<file path="src/rtl/point_to_segment_distance_macros.svh">
// Assertion macros for the point-to-segment distance block.
`ifndef POINT_TO_SEGMENT_DISTANCE_MACROS_SVH
`define POINT_TO_SEGMENT_DISTANCE_MACROS_SVH
`ifndef ASSERT_OFF
`define PSD_ASSERT(label, prop) \
    label: assert property (@(posedge clk) disable iff (!rst_n) prop) \
        else $error("psd assertion failed");
`define PSD_ASSERT_ALWAYS(label, prop) \
    label: assert property (@(posedge clk) prop) \
        else $error("psd assertion failed");
`else
`define PSD_ASSERT(label, prop)
`define PSD_ASSERT_ALWAYS(label, prop)
`endif
`endif

</file>
<file path="src/rtl/psd_pkg.sv">
// Shared widths and codes for the point-to-segment distance block.
package psd_pkg;

    localparam int COORD_W  = 20;
    localparam int DIFF_W   = 21;
    localparam int PROD_W   = 42;
    localparam int SUM_W    = 43;
    localparam int HALF_W   = 21;
    localparam int NUM_W    = 83;
    localparam int DEN_W    = 42;
    localparam int QUO_W    = 41;
    localparam int ROOT_W   = 21;
    localparam int RAD_W    = 2 * ROOT_W;
    localparam int SREM_W   = ROOT_W + 2;
    localparam int DIST_W   = 21;
    localparam int REGION_W = 2;
    localparam int CFG_IDX_W = 2;

    localparam logic [REGION_W-1:0] REGION_DEGENERATE = 2'd0;
    localparam logic [REGION_W-1:0] REGION_START      = 2'd1;
    localparam logic [REGION_W-1:0] REGION_END        = 2'd2;
    localparam logic [REGION_W-1:0] REGION_INTERIOR   = 2'd3;

    localparam logic [CFG_IDX_W-1:0] CFG_START_X = 2'd0;
    localparam logic [CFG_IDX_W-1:0] CFG_START_Y = 2'd1;
    localparam logic [CFG_IDX_W-1:0] CFG_END_X   = 2'd2;
    localparam logic [CFG_IDX_W-1:0] CFG_END_Y   = 2'd3;

    typedef logic [REGION_W-1:0] region_t;

endpackage

</file>
<file path="src/rtl/psd_sqrt.sv">
// Pipelined integer square root, one root bit per stage.
module psd_sqrt
    import psd_pkg::*;
(
    input  logic              clk,
    input  logic              rst_n,
    input  logic              en,
    input  logic              in_valid,
    input  logic [QUO_W-1:0]  in_rad,
    input  region_t           in_tag,
    output logic              out_valid,
    output logic [ROOT_W-1:0] out_root,
    output region_t           out_tag
);

    logic              v_reg    [ROOT_W];
    logic [SREM_W-1:0] rem_reg  [ROOT_W];
    logic [RAD_W-1:0]  x_reg    [ROOT_W];
    logic [ROOT_W-1:0] root_reg [ROOT_W];
    region_t           tag_reg  [ROOT_W];

    for (genvar i = 0; i < ROOT_W; i++) begin : g_stage
        logic              sv;
        logic [SREM_W-1:0] srem;
        logic [RAD_W-1:0]  sx;
        logic [ROOT_W-1:0] sroot;
        region_t           stag;
        logic [SREM_W+1:0] trial;
        logic [SREM_W+1:0] sub;
        logic [SREM_W+1:0] diff;
        logic              ge;

        if (i == 0) begin : g_first
            assign sv    = in_valid;
            assign srem  = '0;
            assign sx    = {{(RAD_W-QUO_W){1'b0}}, in_rad};
            assign sroot = '0;
            assign stag  = in_tag;
        end
        else begin : g_next
            assign sv    = v_reg[i-1];
            assign srem  = rem_reg[i-1];
            assign sx    = x_reg[i-1];
            assign sroot = root_reg[i-1];
            assign stag  = tag_reg[i-1];
        end

        assign trial = {srem, sx[RAD_W-1:RAD_W-2]};
        assign sub   = {2'b00, sroot, 2'b01};
        assign ge    = trial >= sub;
        assign diff  = trial - sub;

        always_ff @(posedge clk or negedge rst_n)
        begin
            if (!rst_n)
            begin
                v_reg[i] <= 1'b0;
            end
            else if (en)
            begin
                v_reg[i] <= sv;
            end
        end

        always_ff @(posedge clk)
        begin
            if (en)
            begin
                rem_reg[i]  <= ge ? diff[SREM_W-1:0] : trial[SREM_W-1:0];
                x_reg[i]    <= {sx[RAD_W-3:0], 2'b00};
                root_reg[i] <= {sroot[ROOT_W-2:0], ge};
                tag_reg[i]  <= stag;
            end
        end
    end

    assign out_valid = v_reg[ROOT_W-1];
    assign out_root  = root_reg[ROOT_W-1];
    assign out_tag   = tag_reg[ROOT_W-1];

endmodule
</file>
<file path="config.mk">
export PLATFORM = sky130hd
export DESIGN_NAME = psd_sqrt
export DESIGN_NICKNAME = d
export VERILOG_FILES = /design/src/rtl/point_to_segment_distance_macros.svh /design/src/rtl/psd_pkg.sv /design/src/rtl/psd_sqrt.sv
export SDC_FILE = /design/constraint.sdc
export NUM_CORES = 2
export LEC_CHECK = 0
export ABC_AREA = 1
export BUFFER_PORTS_ARGS = -buffer_cell sky130_fd_sc_hd__buf_2
export CORE_UTILIZATION = 39
export CTS_CLUSTER_DIAMETER = 60
export DETAILED_ROUTE_END_ITERATION = 10
export GPL_TIMING_DRIVEN = 0
export SETUP_SLACK_MARGIN = 0.02
export SYNTH_ARGS = -nofsm -noshare
export SYNTH_HDL_FRONTEND = slang
export SYNTH_SLANG_ARGS = --single-unit
</file>
<file path="constraint.sdc">
create_clock -name clk -period 2.8 [get_ports clk]
set_input_delay 0.28 -clock clk [delete_from_list [all_inputs] [get_ports clk]]
set_output_delay 0.28 -clock clk [all_outputs]
set_load 0.05 [all_outputs]
</file>
==> impl_metrics.env <==
export IMPL_holdPathEnd="x_reg[0][39]"
export IMPL_reg2reg_slack_ps=190
export IMPL_setup_violations=0
export IMPL_grt_ovfl_total=0
export IMPL_core_area_um2=154000
export IMPL_hold_viol=0
export IMPL_final_cell_mix="2215 x nand2_1, 1120 x edfxtp_1, 1106 x inv_1, 580 x nor2_1, 353 x nand3_1"
export IMPL_r2r_start="rem_reg[4][63]"
export IMPL_htree_levels=4
export IMPL_antenna_found_initial=2
export IMPL_clockBufferDepth=3
export IMPL_postCtsSetupRepairBufs=0
export IMPL_portBuffers=70
export IMPL_ys_ff_latch=1141
export IMPL_met3_usage_pct=2.73
export IMPL_p_leak_nw=30.7
export IMPL_synth_edf_count=1120
export IMPL_dp_hpwl_um=109000
export IMPL_cts_sinks=1141
export IMPL_nNetsFinal=7299
export IMPL_tritoncts="built"
export IMPL_synth_cell_type_count=48
export IMPL_worst_skew_pair_late_latency_ps=780
export IMPL_grt_pass1_vias=41700
export IMPL_pre_cts_ws_ps=-79.2
export IMPL_dp_cells=8852
export IMPL_status="finished with violations"
export IMPL_final_common_cell="nand2_1"
export IMPL_fp_dieH_um=397
export IMPL_drcViolationCount=3
export IMPL_postRouteAntennaNets=0
export IMPL_worst_r2r_endpoint="rem_reg[4][71]"
export IMPL_maxSlewHeadroom_pct=32.7
export IMPL_die_w_um=397
export IMPL_yosysWarnings=0
export IMPL_rsz0062_at_grt="no"
export IMPL_hp_class="input pin to register"
export IMPL_skew_ps=42.3
export IMPL_setup_tns_ps=0
export IMPL_gp_congestion=0.914
export IMPL_use_met2_pct=30.0
export IMPL_period_share_pct=93.3
export IMPL_synthCells=6731
export IMPL_ys_seq_area_share_pct=56.2
export IMPL_startpoint_type="register"
export IMPL_ios=71
export IMPL_drt_initial_drc_count=3219
export IMPL_failed_checks="design-rule violations"
export IMPL_antennaDiodeCount=0
export IMPL_drv_cap=0
export IMPL_synthFlopType="edfxtp_1"
export IMPL_die_area_um2=158000
export IMPL_num_rows=144
export IMPL_rr_worst_depth=9
export IMPL_critPathMaxFanout=10
export IMPL_grt_busiest_layer="met2"
export IMPL_post_drt_wl_per_cell_um=15.6
export IMPL_start_util_pct=39.4
export IMPL_wl_um=143000
export IMPL_report_final_slew_viol_count=0
export IMPL_avgViaCountPerCell=4.78
export IMPL_drt_first_pass_iters=9
export IMPL_setup_ws_ps=188
export IMPL_fillers=14800
export IMPL_holdCritStartpoint="in_rad[39]"
export IMPL_cts_root_buf="clkbuf_16"
export IMPL_area_growth_pct=13.7
export IMPL_grt_max_degree=185
export IMPL_synth_area_um2=60800
export IMPL_cts_reportedPaths_clkPinSlew_ps=60
export IMPL_post_route_util_pct=44.8
export IMPL_final_cells=9158
export IMPL_cts_buffers=142
export IMPL_grt_pass1_wl_um=224000
export IMPL_synth_top_area_share_pct=55.3
export IMPL_multi_input_area_um2=21900
export IMPL_grt_util_met1_pct=24.0
export IMPL_cp_end_kind="register"
export IMPL_largest_reg_flops=427
export IMPL_syn_area_per_cell_um2=9.04
export IMPL_synth_top_cell_by_area="edfxtp_1"
export IMPL_worst_pin_slew_ps=1010
export IMPL_holdPathStages=2
export IMPL_max_freq_mhz=383
export IMPL_async_flop_share_pct=1.84
export IMPL_ir_drop_mv=0.706
export IMPL_p_per_area_nw_per_um2=706
export IMPL_grt_use_total_pct=18.1
export IMPL_timing_worst_setup_path_type="register to register"
export IMPL_register_area_um2=34200
export IMPL_drive_gt1_share_pct=7.23
export IMPL_cp_arrival_ps=3110
export IMPL_vias=43800
export IMPL_finalCriticalPeriod_ps=2610
export IMPL_crit_required_ps=3290
export IMPL_syn_nets=7030
export IMPL_synth_area_leaders="edfxtp_1 55%, nand2_1 14%, inv_1 6.8%"
export IMPL_total_power_mw=48.9
metrics by stage:
step | hold slack, ps | area (um2)
2_1_floorplan | -15.6 | 60800
3_3_place_gp | 247 | 63700
3_5_place_dp | 254 | 63900
4_1_cts | 141 | 69200
5_1_grt | 163 | 69200
6_report | 207 | 69200
cells in the mapped netlist (6+ instances only):
library cell / n
clkbuf_1: 10
inv_2: 12
buf_2: 9
o21ai_0: 112
nor2_1: 580
buf_4: 18
nand3_1: 353
nand4_1: 129
nor2_4: 8
nand3_2: 12
edfxtp_1: 1120
a21oi_2: 27
ha_1: 252
o21ai_2: 30
nand3b_1: 69
xor2_1: 105
o21bai_1: 9
inv_1: 1106
nand2_2: 25
nor2_2: 32
a21oi_1: 237
nand2_1: 2215
xnor2_1: 55
buf_6: 27
dfrtp_1: 21
or2_2: 7
nor3_1: 62
o21ai_1: 32
a21o_1: 6
per-layer routing:
metal	up-vias	routed length, um
li1	22500	-
met5	-	0
met2	883	66900
met3	246	6140
met1	20200	65900
met4	0	4300
power breakdown:
part / internal, mW / total, mW / switching [mW]
Clock: 10.6 / 18.1 / 7.52
Combinational: 2.92 / 8.74 / 5.82
Sequential: 20.9 / 22.0 / 1.11
Total: 34.4 / 48.9 / 14.5
logic make-up after synthesis:
kind of cell / after synthesis / share of synthesized area (%)
compound gates: 467 / 4.32
xor+xnor: 160 / 2.30
fa+ha+maj: 252 / 5.18
buf+inv: 1189 / 7.83
flops: 1141 / 56.2
mux: 1 / 0.0185
other cells: 1 / 0.00616
simple gates: 3520 / 24.2
timing repair:
item                                    CTS  global route
endpoints found under the setup margin    0           170
resized for setup                         0             1
hold buffers                             47             0
hold endpoints to repair                 82             0
critical path, stage by stage, from the launching register on:
cell and delay [ps]:
edfxtp_1 440, ha_1 460, nand2_1 130, nor2_1 140, inv_1 80, nor4_1 290
nand2_1 190, clkbuf_1 330, nand4_1 190, nand2_1 90
layout make-up:
class	count	share of cell area, %
Inverter	1121	6.09
Clock inverter	84	1.43
Clock buffer	174	5.42
Tap cell	2044	3.70
Timing Repair Buffer	125	1.52
Sequential cell	1141	49.4
Multi-Input combinational cell	4401	31.7
Buffer	68	0.798
worst max-delay path by stage:
stage,from,endpoint,slack [ps],cells past startpoint
CTS,en,rem_reg[3][91],100,5
finish,rem_reg[4][63],rem_reg[4][71],190,9
detailed placement,en,rem_reg[3][91],-80,4
floorplan,rem_reg[3][35],rem_reg[3][53],790,11
global route,rem_reg[4][63],rem_reg[4][71],40,9
global placement,en,g_stage[19].sv,-16840,2
Power figures use the tool's default switching activity.
